$ cat config.mk
export PLATFORM = sky130hd
export DESIGN_NAME = camera_orientation_basis_flat
export DESIGN_NICKNAME = d
export VERILOG_FILES = /design/src/hw/rtl/cob_pkg.sv /design/src/hw/rtl/cob_in_if.sv /design/src/hw/rtl/cob_out_if.sv /design/src/hw/rtl/camera_orientation_basis.sv /design/src/flat_wrapper.sv
export VERILOG_INCLUDE_DIRS = /design/src /design/src/hw/rtl
export SDC_FILE = /design/constraint.sdc
export NUM_CORES = 2
export LEC_CHECK = 0
export BUFFER_PORTS_ARGS = -buffer_cell sky130_fd_sc_hd__buf_4
export CORE_MARGIN = 1
export CORE_UTILIZATION = 34
export DETAILED_ROUTE_END_ITERATION = 7
export GPL_TIMING_DRIVEN = 0
export SYNTH_ARGS = -nofsm -noshare
export SYNTH_HDL_FRONTEND = slang
export SYNTH_SLANG_ARGS = --single-unit
$ cat constraint.sdc
create_clock -name i_clk -period 10.9 [get_ports i_clk]
set_input_delay 2.18 -clock i_clk [delete_from_list [all_inputs] [get_ports i_clk]]
set_output_delay 2.18 -clock i_clk [all_outputs]
set_load 0.02 [all_outputs]
$ cat src/hw/rtl/camera_orientation_basis_assert.svh
// ----------------------------------------------------------------------------
// camera_orientation_basis_assert.svh
// Assertion macros for the camera orientation basis block. The module that
// uses them provides i_clk and i_rst_n.
// ----------------------------------------------------------------------------
`ifndef CAMERA_ORIENTATION_BASIS_ASSERT_SVH
`define CAMERA_ORIENTATION_BASIS_ASSERT_SVH

// Checked out of reset only
`define COB_ASSERT(lbl, prop, msg) \
    lbl: assert property (@(posedge i_clk) disable iff (!i_rst_n) prop) \
        else $error(msg);

// Checked at every edge, reset included
`define COB_ASSERT_ALWAYS(lbl, prop, msg) \
    lbl: assert property (@(posedge i_clk) prop) else $error(msg);

`endif

$ cat src/hw/rtl/cob_pkg.sv
// ----------------------------------------------------------------------------
// cob_pkg
// Shared widths, constants, types and the arctangent table of the camera
// orientation basis block.
// ----------------------------------------------------------------------------
package cob_pkg;

    // Field widths
    localparam int ANGLE_W = 16;
    localparam int VEC_W   = 16;
    localparam int LIMIT_W = 14;
    localparam int Q30_W   = 32;

    // Reset values
    localparam logic [LIMIT_W-1:0] LIMIT_RESET = 14'd16202;
    localparam logic [ANGLE_W-1:0] YAW_RESET   = 16'd49152;

    // CORDIC gain 0.6072529350 in Q2.30
    localparam logic signed [Q30_W-1:0] CORDIC_GAIN = 32'sd652032874;

    // Arctangent table, units of 2^-32 turn
    localparam int ATAN_LEN   = 24;
    localparam int ATAN_IDX_W = 5;

    typedef logic signed [Q30_W-1:0] t_q30;
    typedef logic signed [VEC_W-1:0] t_vec;
    typedef logic signed [ANGLE_W-1:0] t_angle;

    localparam t_q30 ATAN_TAB [ATAN_LEN] = '{
        32'sh20000000, 32'sh12E4051E, 32'sh09FB385B, 32'sh051111D4,
        32'sh028B0D43, 32'sh0145D7E1, 32'sh00A2F61E, 32'sh00517C55,
        32'sh0028BE53, 32'sh00145F2F, 32'sh000A2F98, 32'sh000517CC,
        32'sh00028BE6, 32'sh000145F3, 32'sh0000A2FA, 32'sh0000517D,
        32'sh000028BE, 32'sh0000145F, 32'sh00000A30, 32'sh00000518,
        32'sh0000028C, 32'sh00000146, 32'sh000000A3, 32'sh00000051
    };

    // Sequencer states
    typedef enum logic [2:0] {
        ST_IDLE,
        ST_LOAD,
        ST_ROT,
        ST_QUAD,
        ST_MUL,
        ST_DONE
    } t_state;

endpackage

$ cat src/hw/rtl/cob_in_if.sv
// ----------------------------------------------------------------------------
// cob_in_if
// Input channel: one angle update per transfer.
// ----------------------------------------------------------------------------
interface cob_in_if;
    logic                 valid;
    logic                 ready;
    logic                 func;
    cob_pkg::t_angle      delta;

    modport source (output valid, output func, output delta, input ready);
    modport sink   (input valid, input func, input delta, output ready);
endinterface

$ cat src/hw/rtl/cob_out_if.sv
// ----------------------------------------------------------------------------
// cob_out_if
// Output channel: front, right and up vectors in Q1.15 per transfer.
// ----------------------------------------------------------------------------
interface cob_out_if;
    logic           valid;
    logic           ready;
    cob_pkg::t_vec  front_x;
    cob_pkg::t_vec  front_y;
    cob_pkg::t_vec  front_z;
    cob_pkg::t_vec  right_x;
    cob_pkg::t_vec  right_z;
    cob_pkg::t_vec  up_x;
    cob_pkg::t_vec  up_y;
    cob_pkg::t_vec  up_z;

    modport source (
        output valid, output front_x, output front_y, output front_z,
        output right_x, output right_z, output up_x, output up_y, output up_z,
        input ready
    );
    modport sink (
        input valid, input front_x, input front_y, input front_z,
        input right_x, input right_z, input up_x, input up_y, input up_z,
        output ready
    );
endinterface

$ cat src/hw/rtl/camera_orientation_basis.sv
// Input ready only when idle: a new item is taken only after the last result has
// been loaded into the output register. A single CORDIC stage serves both passes
// (one step per cycle, yaw then pitch), and a single 32x32 multiplier forms the
// four products in turn.
// Reset (synchronous, active low): yaw -90 deg, pitch 0, limit 89 deg, no result held.
// ----------------------------------------------------------------------------
// camera_orientation_basis
// Yaw/pitch camera orientation: accumulates angle deltas, then computes the
// front, right and up unit vectors with an iterative CORDIC and one multiplier.
// ----------------------------------------------------------------------------
`include "camera_orientation_basis_assert.svh"

module camera_orientation_basis #(
    parameter int CORDIC_STEPS = 16
) (
    input  logic                              i_clk,
    input  logic                              i_rst_n,
    input  logic                              i_cfg_we,
    input  logic [cob_pkg::LIMIT_W-1:0]       i_cfg_wdata,
    cob_in_if.sink                            i_in,
    cob_out_if.source                         o_out
);

    localparam int STEP_W = (CORDIC_STEPS > 1) ? $clog2(CORDIC_STEPS) : 1;
    localparam logic [STEP_W-1:0] STEP_LAST = STEP_W'(CORDIC_STEPS - 1);
    localparam int AIW = cob_pkg::ATAN_IDX_W;
    localparam int MUL_W = 3;
    localparam logic [MUL_W-1:0] MUL_LAST = 3'd4;

    // Saturate a 20-bit rounded value to Q1.15
    function automatic cob_pkg::t_vec sat16(input logic signed [19:0] v);
        if (v > 20'sd32767) begin
            return 16'sd32767;
        end else if (v < -20'sd32768) begin
            return -16'sd32768;
        end
        return v[15:0];
    endfunction

    // Round a Q2.30 value to Q1.15
    function automatic cob_pkg::t_vec round_q15(input logic signed [32:0] v);
        logic signed [32:0] sum;
        sum = v + 33'sd16384;
        return sat16(20'(sum >>> 15));
    endfunction

    // Round a Q4.60 product to Q1.15
    function automatic cob_pkg::t_vec round_prod(input logic signed [63:0] p);
        logic signed [64:0] sum;
        sum = {p[63], p} + (65'sd1 <<< 44);
        return sat16(sum[64:45]);
    endfunction

    // ------------------------------------------------------------------------
    // Registers
    // ------------------------------------------------------------------------
    cob_pkg::t_state              r_state, n_state;
    logic [cob_pkg::LIMIT_W-1:0]  r_limit;
    logic [cob_pkg::ANGLE_W-1:0]  r_yaw;
    cob_pkg::t_angle              r_pitch;
    logic                         r_pass;
    logic [STEP_W-1:0]            r_step;
    logic [MUL_W-1:0]             r_mul;
    logic [1:0]                   r_quad;
    cob_pkg::t_q30                r_x, r_y, r_z;
    cob_pkg::t_q30                r_cy, r_sy, r_cp, r_sp;
    logic signed [63:0]           r_prod;
    cob_pkg::t_vec                r_fx, r_fz, r_ux, r_uz;
    logic                         r_out_valid;
    cob_pkg::t_vec                r_o_fx, r_o_fy, r_o_fz, r_o_rx, r_o_rz;
    cob_pkg::t_vec                r_o_ux, r_o_uy, r_o_uz;

    logic in_xfer;
    logic load_out;

    // ------------------------------------------------------------------------
    // Sequencer
    // ------------------------------------------------------------------------
    always_ff @(posedge i_clk) begin
        if (!i_rst_n) begin
            r_state <= cob_pkg::ST_IDLE;
        end else begin
            r_state <= n_state;
        end
    end

    always_comb begin
        n_state  = r_state;
        load_out = 1'b0;
        unique case (r_state)
            cob_pkg::ST_IDLE: begin
                if (i_in.valid) n_state = cob_pkg::ST_LOAD;
            end
            cob_pkg::ST_LOAD: begin
                n_state = cob_pkg::ST_ROT;
            end
            cob_pkg::ST_ROT: begin
                if (r_step == STEP_LAST) n_state = cob_pkg::ST_QUAD;
            end
            cob_pkg::ST_QUAD: begin
                n_state = r_pass ? cob_pkg::ST_MUL : cob_pkg::ST_LOAD;
            end
            cob_pkg::ST_MUL: begin
                if (r_mul == MUL_LAST) n_state = cob_pkg::ST_DONE;
            end
            cob_pkg::ST_DONE: begin
                if (!r_out_valid || o_out.ready) begin
                    load_out = 1'b1;
                    n_state  = cob_pkg::ST_IDLE;
                end
            end
            default: begin
                n_state = cob_pkg::ST_IDLE;
            end
        endcase
    end

    assign i_in.ready = (r_state == cob_pkg::ST_IDLE);
    assign in_xfer    = i_in.valid && i_in.ready;

    // ------------------------------------------------------------------------
    // Angle state and limit register
    // ------------------------------------------------------------------------
    logic signed [16:0] pitch_sum;
    logic signed [16:0] lim_ext;
    logic signed [16:0] pitch_clamped;

    always_comb begin
        pitch_sum = {r_pitch[15], r_pitch} + {i_in.delta[15], i_in.delta};
        lim_ext   = $signed({3'b000, r_limit});
        pitch_clamped = pitch_sum;
        if (pitch_sum > lim_ext) pitch_clamped = lim_ext;
        if (pitch_sum < -lim_ext) pitch_clamped = -lim_ext;
    end

    always_ff @(posedge i_clk) begin
        if (!i_rst_n) begin
            r_limit <= cob_pkg::LIMIT_RESET;
            r_yaw   <= cob_pkg::YAW_RESET;
            r_pitch <= '0;
        end else begin
            if (i_cfg_we) r_limit <= i_cfg_wdata;
            if (in_xfer) begin
                if (!i_in.func) begin
                    r_yaw <= r_yaw + i_in.delta;
                end else begin
                    r_pitch <= pitch_clamped[15:0];
                end
            end
        end
    end

    // ------------------------------------------------------------------------
    // Quadrant reduction of the angle for the current pass
    // ------------------------------------------------------------------------
    logic [cob_pkg::ANGLE_W-1:0] ang;
    logic [cob_pkg::ANGLE_W-1:0] ang_bias;
    logic [1:0]                  quad;
    logic [cob_pkg::ANGLE_W-1:0] ang_rem;

    always_comb begin
        ang      = r_pass ? r_pitch : r_yaw;
        ang_bias = ang + 16'd8192;
        quad     = ang_bias[15:14];
        ang_rem  = ang - {quad, 14'd0};
    end

    // ------------------------------------------------------------------------
    // CORDIC step (shared shifter and adders)
    // ------------------------------------------------------------------------
    cob_pkg::t_q30 x_sh, y_sh, atan_val;

    always_comb begin
        x_sh     = r_x >>> r_step;
        y_sh     = r_y >>> r_step;
        atan_val = cob_pkg::ATAN_TAB[AIW'(r_step)];
    end

    // ------------------------------------------------------------------------
    // Multiplier operand select
    // ------------------------------------------------------------------------
    cob_pkg::t_q30 mul_a, mul_b;

    always_comb begin
        case (r_mul[1:0])
            2'd0: begin mul_a = r_cy;  mul_b = r_cp; end
            2'd1: begin mul_a = r_sy;  mul_b = r_cp; end
            2'd2: begin mul_a = -r_cy; mul_b = r_sp; end
            default: begin mul_a = -r_sy; mul_b = r_sp; end
        endcase
    end

    // ------------------------------------------------------------------------
    // Datapath
    // ------------------------------------------------------------------------
    always_ff @(posedge i_clk) begin
        if (!i_rst_n) begin
            r_pass <= 1'b0;
            r_step <= '0;
            r_mul  <= '0;
        end else begin
            if (in_xfer) r_pass <= 1'b0;
            if (r_state == cob_pkg::ST_LOAD) r_step <= '0;
            if (r_state == cob_pkg::ST_ROT) begin
                r_step <= (r_step == STEP_LAST) ? '0 : r_step + 1'b1;
            end
            if (r_state == cob_pkg::ST_QUAD) begin
                r_pass <= ~r_pass;
                r_mul  <= '0;
            end
            if (r_state == cob_pkg::ST_MUL) r_mul <= r_mul + 1'b1;
        end
    end

    always_ff @(posedge i_clk) begin
        // start a rotation
        if (r_state == cob_pkg::ST_LOAD) begin
            r_quad <= quad;
            r_x    <= cob_pkg::CORDIC_GAIN;
            r_y    <= '0;
            r_z    <= $signed({ang_rem, 16'd0});
        end
        // one micro-rotation
        if (r_state == cob_pkg::ST_ROT) begin
            if (!r_z[31]) begin
                r_x <= r_x - y_sh;
                r_y <= r_y + x_sh;
                r_z <= r_z - atan_val;
            end else begin
                r_x <= r_x + y_sh;
                r_y <= r_y - x_sh;
                r_z <= r_z + atan_val;
            end
        end
        // apply quadrant, keep cos/sin of this pass
        if (r_state == cob_pkg::ST_QUAD) begin
            case (r_quad)
                2'd0: begin
                    if (r_pass) begin r_cp <= r_x;  r_sp <= r_y;  end
                    else        begin r_cy <= r_x;  r_sy <= r_y;  end
                end
                2'd1: begin
                    if (r_pass) begin r_cp <= -r_y; r_sp <= r_x;  end
                    else        begin r_cy <= -r_y; r_sy <= r_x;  end
                end
                2'd2: begin
                    if (r_pass) begin r_cp <= -r_x; r_sp <= -r_y; end
                    else        begin r_cy <= -r_x; r_sy <= -r_y; end
                end
                default: begin
                    if (r_pass) begin r_cp <= r_y;  r_sp <= -r_x; end
                    else        begin r_cy <= r_y;  r_sy <= -r_x; end
                end
            endcase
        end
        // product registered, rounding in the next cycle
        if (r_state == cob_pkg::ST_MUL) begin
            r_prod <= mul_a * mul_b;
            case (r_mul)
                3'd1: r_fx <= round_prod(r_prod);
                3'd2: r_fz <= round_prod(r_prod);
                3'd3: r_ux <= round_prod(r_prod);
                3'd4: r_uz <= round_prod(r_prod);
                default: ;
            endcase
        end
    end

    // ------------------------------------------------------------------------
    // Output register
    // ------------------------------------------------------------------------
    always_ff @(posedge i_clk) begin
        if (!i_rst_n) begin
            r_out_valid <= 1'b0;
        end else if (load_out) begin
            r_out_valid <= 1'b1;
        end else if (o_out.ready) begin
            r_out_valid <= 1'b0;
        end
    end

    always_ff @(posedge i_clk) begin
        if (load_out) begin
            r_o_fx <= r_fx;
            r_o_fy <= round_q15({r_sp[31], r_sp});
            r_o_fz <= r_fz;
            r_o_rx <= round_q15(-$signed({r_sy[31], r_sy}));
            r_o_rz <= round_q15({r_cy[31], r_cy});
            r_o_ux <= r_ux;
            r_o_uy <= round_q15({r_cp[31], r_cp});
            r_o_uz <= r_uz;
        end
    end

    assign o_out.valid   = r_out_valid;
    assign o_out.front_x = r_o_fx;
    assign o_out.front_y = r_o_fy;
    assign o_out.front_z = r_o_fz;
    assign o_out.right_x = r_o_rx;
    assign o_out.right_z = r_o_rz;
    assign o_out.up_x    = r_o_ux;
    assign o_out.up_y    = r_o_uy;
    assign o_out.up_z    = r_o_uz;

    // ------------------------------------------------------------------------
    // Assertions
    // ------------------------------------------------------------------------
    `COB_ASSERT(a_xfer_starts, in_xfer |=> r_state == cob_pkg::ST_LOAD, "transfer did not start a pass")
    `COB_ASSERT(a_pitch_range, (r_pitch >= -16'sd16383) && (r_pitch <= 16'sd16383), "pitch out of range")
    `COB_ASSERT(a_step_range, r_step <= STEP_LAST, "CORDIC step counter out of range")
    `COB_ASSERT(a_done_holds, (r_state == cob_pkg::ST_DONE) && r_out_valid && !o_out.ready |=> r_state == cob_pkg::ST_DONE, "result dropped while output stalled")
    `COB_ASSERT_ALWAYS(a_reset, !i_rst_n |=> (r_state == cob_pkg::ST_IDLE) && !r_out_valid, "reset did not clear control")

endmodule

$ cat src/flat_wrapper.sv
// flat-port wrapper written by rule: the top's interface ports become plain ports
module camera_orientation_basis_flat 
#(
    parameter int CORDIC_STEPS = 16
)
  (i_clk, i_rst_n, i_cfg_we, i_cfg_wdata, i_in_valid, i_in_func, i_in_delta, i_in_ready, o_out_valid, o_out_front_x, o_out_front_y, o_out_front_z, o_out_right_x, o_out_right_z, o_out_up_x, o_out_up_y, o_out_up_z, o_out_ready);
  cob_in_if i_in_i ();
  cob_out_if o_out_i ();
  input  logic i_clk;
  input  logic i_rst_n;
  input  logic i_cfg_we;
  input  logic [cob_pkg::LIMIT_W-1:0] i_cfg_wdata;
  input wire logic [$bits(i_in_i.valid)-1:0] i_in_valid;
  input wire logic [$bits(i_in_i.func)-1:0] i_in_func;
  input wire logic [$bits(i_in_i.delta)-1:0] i_in_delta;
  output wire logic [$bits(i_in_i.ready)-1:0] i_in_ready;
  output wire logic [$bits(o_out_i.valid)-1:0] o_out_valid;
  output wire logic [$bits(o_out_i.front_x)-1:0] o_out_front_x;
  output wire logic [$bits(o_out_i.front_y)-1:0] o_out_front_y;
  output wire logic [$bits(o_out_i.front_z)-1:0] o_out_front_z;
  output wire logic [$bits(o_out_i.right_x)-1:0] o_out_right_x;
  output wire logic [$bits(o_out_i.right_z)-1:0] o_out_right_z;
  output wire logic [$bits(o_out_i.up_x)-1:0] o_out_up_x;
  output wire logic [$bits(o_out_i.up_y)-1:0] o_out_up_y;
  output wire logic [$bits(o_out_i.up_z)-1:0] o_out_up_z;
  input wire logic [$bits(o_out_i.ready)-1:0] o_out_ready;
  assign i_in_i.valid = i_in_valid;
  assign i_in_i.func = i_in_func;
  assign i_in_i.delta = i_in_delta;
  assign i_in_ready = i_in_i.ready;
  assign o_out_valid = o_out_i.valid;
  assign o_out_front_x = o_out_i.front_x;
  assign o_out_front_y = o_out_i.front_y;
  assign o_out_front_z = o_out_i.front_z;
  assign o_out_right_x = o_out_i.right_x;
  assign o_out_right_z = o_out_i.right_z;
  assign o_out_up_x = o_out_i.up_x;
  assign o_out_up_y = o_out_i.up_y;
  assign o_out_up_z = o_out_i.up_z;
  assign o_out_i.ready = o_out_ready;
  camera_orientation_basis #(.CORDIC_STEPS(CORDIC_STEPS)) u_core (.i_clk(i_clk), .i_rst_n(i_rst_n), .i_cfg_we(i_cfg_we), .i_cfg_wdata(i_cfg_wdata), .i_in(i_in_i), .o_out(o_out_i));
endmodule
Yosys cells after proc, flatten, opt, wreduce, memory -nomap -nowiden. Memory sizes are Yosys's and may differ from the RTL's. Index checks and enable logic that the tools add are counted. Widths: inputs -> output; s select.

Bits in registers: 540. Memory bits (read-only): 1024. Output and inout bits: 130. Input port bits: 36. Logic and storage cells: 195. Memories kept: 1.

Memory list: (no name shown) (words 32, width 32, rd ports 1, clocked after Yosys merged registers in 0, wr ports 0, RTL line camera_orientation_basis.sv:176) `atan_val = cob_pkg::ATAN_TAB[AIW'(r_step)];`.

$mul: 1. Eq/ne operators: 18. Bitwise logic cells: 3. Shift operators: 2. Mux-type cells: 85. Order comparisons: 13. Reductions and logical operators: 20. Add/subtract/negate cells: 23.

Operators by type and width (number): $mux 32 (20); $pmux 32 s3 (5); $mux 16 (21); $neg 32->32 (4); $add 32x16->33 const B (3); $add 32x32->32 (3); $sub 32x32->32 (3); $gt 18x16->1 const B (4); $lt 18x16->1 const B (4); $add 64x46->65 const B (1); $mul 32x32->64 (1); $sshr 32x4->32 (2); $add 33x16->33 const B (1); $neg 32->33 (1); $mux 1 (28); $mux 3 (7); $gt 20x16->1 const B (1); $lt 20x16->1 const B (1); $pmux 3 s6 (1); $add 16x16->17 (1); $gt 17x15->1 (1); $lt 17x17->1 (1); $neg 14->17 (1); $add 16x14->16 const B (1); 25 further kinds (49).

Logic depth before layout (Yosys ltp).
Depth in word-level cells: 7. Depth in mapped cells: 40. Mapped depth without buffers: 38.

Worst setup path after synthesis. Ideal clock, no wire load.

Path type: reg2reg. Start point: register u_core.r_cy[3]. End point: register u_core.r_prod[60] (data pin). Setup time: 0.260 ns. Path buffers: 3. Cell stages (with the launch flop): 36. Data required time: 10.640 ns. Data arrival time: 10.193 ns. Period minus slack after synthesis: 10.453 ns. Setup slack: 0.447 ns. Cells stage by stage: edfxtp_1 > or3_1 > buf_2 > nor4_2 > and4_1 > nand2_1 > nor3_2 > nand2_1 > xor2_1 > a222oi_1 > nor2_1 > a21o_1 > clkbuf_1 > buf_2 > nand2_1 > fa_1 > fa_1 > fa_1 > fa_1 > inv_1 > fa_1 > fa_1 > fa_1 > fa_1 > ha_1 > a21o_1 > a21o_1 > a21o_1 > a21o_1 > a21oi_1 > nand2_1 > a21oi_1 > nor3_1 > o41ai_1 > nor2b_1 > xnor2_1.

Cells in the longest elaborated chain, start to end: 3.

Ends and longest elaborated chain: start, declared (RTL line camera_orientation_basis.sv:66) `cob_pkg::t_q30 r_cy, r_sy, r_cp, r_sp;`; start signal, assigned (RTL line camera_orientation_basis.sv:240) `else begin r_cy <= r_x; r_sy <= r_y; end`; start signal, assigned (RTL line camera_orientation_basis.sv:244) `else begin r_cy <= -r_y; r_sy <= r_x; end`; start signal, assigned (RTL line camera_orientation_basis.sv:248) `else begin r_cy <= -r_x; r_sy <= -r_y; end`; $neg 32->32 (RTL line camera_orientation_basis.sv:188) `2'd2: begin mul_a = -r_cy; mul_b = r_sp; end`; $pmux 32 s3 (*) (RTL line camera_orientation_basis.sv:185) `case (r_mul[1:0])`; $mul 32x32->64 (*) (RTL line camera_orientation_basis.sv:258) `r_prod <= mul_a * mul_b;`; end signal, assigned (RTL line camera_orientation_basis.sv:258); end, declared (RTL line camera_orientation_basis.sv:67) `logic signed [63:0] r_prod;`.

Mark *: on every way between the ends. The rest lies on a longest branch, timed or not. A chain may end at the register's enable or synchronous reset.

Worst setup path in the final report.
Start point: register u_core.r_cy[3]. End point: register u_core.r_prod[63] (data pin).

The elaborated chain is that of the path after synthesis.

==> metrics.yaml <==
status: "finished clean"
drive_gt1_share_pct: 11.69
clock-root-buffer: "clkbuf_16"
ys_types: 93
clk_pin_slew_ns: 0.06
netlist_instances: 7365
core.rowCount: 165
slew_headroom_pct: 1.902
wl_per_cell_um: 24.88
yosysWarnings: 0
synth_edf_count: 438
syn2layout_area_growth_pct: 13.83
clock_latency_ns: 0.75
r2r_cells: 38
grt_pass1_wl_um: 383300
arrival_ns: 11.30
dieArea_um2: 206900
yosysSeqAreaShare_pct: 20.53
fin_area_um2: 79380
final.setup.worst_slack_ns: 0.03960
fin_util_pct: 39.11
grt_setup_unrepaired: "yes"
initialDrtViolationCount: 4901
synthArstFlopShare_pct: 0
rr_endpoint: "u_core.r_prod[63]"
place_congestion: 1.022
cp_max_fo: 10
ant_nets: 0
placed_area_um2: 75050
drt-vias-per-instance: 5.409
grt_max_degree: 65
final.setup_skew_ns: 0.1077
reg2reg_slack_ns: 0.04
startpoint_type: "register"
portBuffers: 163
setup_viol: 0
place_hpwl_um: 213600
die_w_um: 454.9
max_stage_delay_ns: 0.63
whs_path_depth: 0
ys_ff_latch: 496
syn_nets: 8845
grt_usage_pct: 25.23
required_ns: 11.34
hold_class: "register to register"
min_from: "u_core.r_fz[15]"
initial_core_util_pct: 34.36
timing.rr.start: "u_core.r_cy[3]"
post-place-ws_ns: -2.711
core_area_um2: 202900
ctsHoldBuffers: 0
cts_buffers: 59
drc_errors: 0
wl_um: 260100
fmax_mhz: 92.08
antenna_found_initial: 11
firstDrtPassIters: 6
synthFlopType: "edfxtp_1"
crit_top_cell: "fa_1"
end_kind: "register"
die_y_um: 454.9
cts_tree: "built"
crit_type: "register to register"
cts_buffer_depth: 3
postSynthAreaPerCell_um2: 9.468
io-pin-count: 166
cp_slowest_cell: "fa_1"
slew_violations: 0
num_vias: 56530
min_period_ns: 10.86
hold_violations: 0
finalNetCount: 9201
tightestPinTransition_ns: 1.466
grt-ovfl-total: 0
htreeDepth: 2
netlist_area_um2: 69730
grt_pass1_vias: 58400
hold_end: "u_core.o_out.front_z[15]"
finalCritPeriodShare_pct: 99.64
cts_sinks: 496
drv_cap: 0
sequential cells by signal, summed over array words and instances (netlist names), 20 cells and up:
signal	cells
u_core.r_sy	32
u_core.r_prod	20
u_core.r_cy	32
u_core.r_cp	32
u_core.r_z	32
u_core.r_x	32
u_core.r_sp	32
u_core.r_y	32
what timing repair did:
item,CTS,global route
endpoints found under the setup margin,20,20
resized for setup,231,206
pin swaps,25,67
setup buffers,55,54
gates cloned,0,1
worst max-delay path, delay by kind of cell, from the launching register on:
family / cells / cell delay, ns
buffers and inverters: 8 / 1.13
DFF: 1 / 0.47
and+or+nand+nor: 13 / 2.73
xor gates and xnor gates: 1 / 0.13
adders and majority gates: 9 / 4.40
AOI/OAI and AO/OA: 7 / 1.66
how the worst max path moves through the flow:
stage | start | endpoint | slack [ns] | cells after the start
final | u_core.r_cy[3] | u_core.r_prod[63] | 0.04 | 38
after floorplan | u_core.r_cy[3] | u_core.r_prod[60] | 0.45 | 35
after global routing | u_core.r_cy[5] | u_core.r_prod[63] | -0.27 | 40
after global placement | u_core.r_mul[1] | u_core.r_prod[61] | -2.97 | 31
after detailed placement | u_core.r_mul[1] | u_core.r_prod[61] | -2.71 | 32
after CTS | u_core.r_cy[3] | u_core.r_prod[63] | -0.01 | 38
synthesized netlist by cell type, types with 33 or more instances:
master / number / area share [%]
a21o_1: 134 / 1.4
a21oi_1: 287 / 2.1
a31oi_1: 35 / 0.31
and2_1: 42 / 0.38
and3_1: 53 / 0.48
buf_1: 42 / 0.23
clkbuf_1: 288 / 1.6
dfxtp_1: 58 / 1.7
edfxtp_1: 438 / 19
fa_1: 1086 / 31
ha_1: 358 / 6.4
inv_1: 1147 / 6.2
mux2_2: 71 / 1.1
mux2i_1: 119 / 1.7
mux4_2: 77 / 2.5
nand2_1: 808 / 4.3
nand2b_1: 48 / 0.43
nand3_1: 95 / 0.68
nor2_1: 885 / 4.8
nor2b_1: 49 / 0.44
nor3_1: 90 / 0.65
o21a_1: 42 / 0.45
o21ai_0: 239 / 1.7
or3_1: 33 / 0.30
xnor2_1: 262 / 3.3
xor2_1: 147 / 1.8
per-layer routing:
| metal | share of wire [%] | GRT usage, % | wire (um) |
|---|---|---|---|
| met5 | 0 | 0 | 0 |
| met4 | 6.7 | 14.60 | 17390 |
| met3 | 7.7 | 4.241 | 19940 |
| met2 | 47 | 41.55 | 122700 |
| met1 | 38 | 31.19 | 100000 |
final cells by class:
| cell class | count | area, um^2 |
|---|---|---|
| Fill cell | 20100 | 123600 |
| Inverter | 1153 | 4338 |
| Buffer | 349 | 1675 |
| Antenna cell | 10 | 25.02 |
| Timing Repair Buffer | 310 | 2877 |
| Clock buffer | 79 | 1592 |
| Clock inverter | 31 | 369.1 |
| Tap cell | 2672 | 3343 |
| Sequential cell | 496 | 14310 |
| Multi-Input combinational cell | 5352 | 50850 |
layout by cell type, fill, tap and decap left out, types with 24 or more instances in the layout:
cell type / synthesis / layout
a31oi_1: 35 / 34
mux2i_1: 119 / 91
clkbuf_2: 1 / 65
o211ai_1: 29 / 29
nor2b_1: 49 / 47
buf_6: 4 / 29
nand2b_1: 48 / 47
xor2_1: 147 / 144
nand2_1: 808 / 800
and3_1: 53 / 50
nor3_1: 90 / 83
buf_1: 42 / 33
and2_1: 42 / 40
a21oi_1: 287 / 266
o21a_1: 42 / 40
xnor2_1: 262 / 254
fa_1: 1086 / 1072
nand4_1: 26 / 26
edfxtp_1: 438 / 438
or3_1: 33 / 27
clkbuf_1: 288 / 204
a21o_1: 134 / 117
nor2_1: 885 / 875
inv_1: 1147 / 1135
dfxtp_1: 58 / 58
clkbuf_16: 0 / 60
ha_1: 358 / 343
buf_4: 4 / 261
nor4_1: 25 / 24
mux4_2: 77 / 77
mux2_2: 71 / 71
nand3_1: 95 / 92
o21ai_0: 239 / 233
logic make-up after synthesis:
family                     share of synthesized area, %
and+or+nand+nor                                   14.01
buffers and inverters                             8.277
adders and majority gates                         37.60
AOI/OAI and AO/OA                                 8.917
DFF                                               20.53
xor gates and xnor gates                          5.137
muxes                                             5.530
stage by stage:
| stage | setup TNS, ns | std cells | hold WS, ns |
|---|---|---|---|
| 6_report | 0 | 10450 | 0.4112 |
| 2_1_floorplan | 0 | 7365 | 0.4003 |
| 3_5_place_dp | -34.93 | 10240 | 0.4045 |
| 5_1_grt | -1.579 | 10440 | 0.4167 |
| 3_3_place_gp | -176.35 | 10200 | 0.4014 |
| 4_1_cts | -0.01056 | 10400 | 0.4152 |
Power is not shown: default switching activity piles up to over one toggle a cycle in this logic, so the estimate is an artifact.
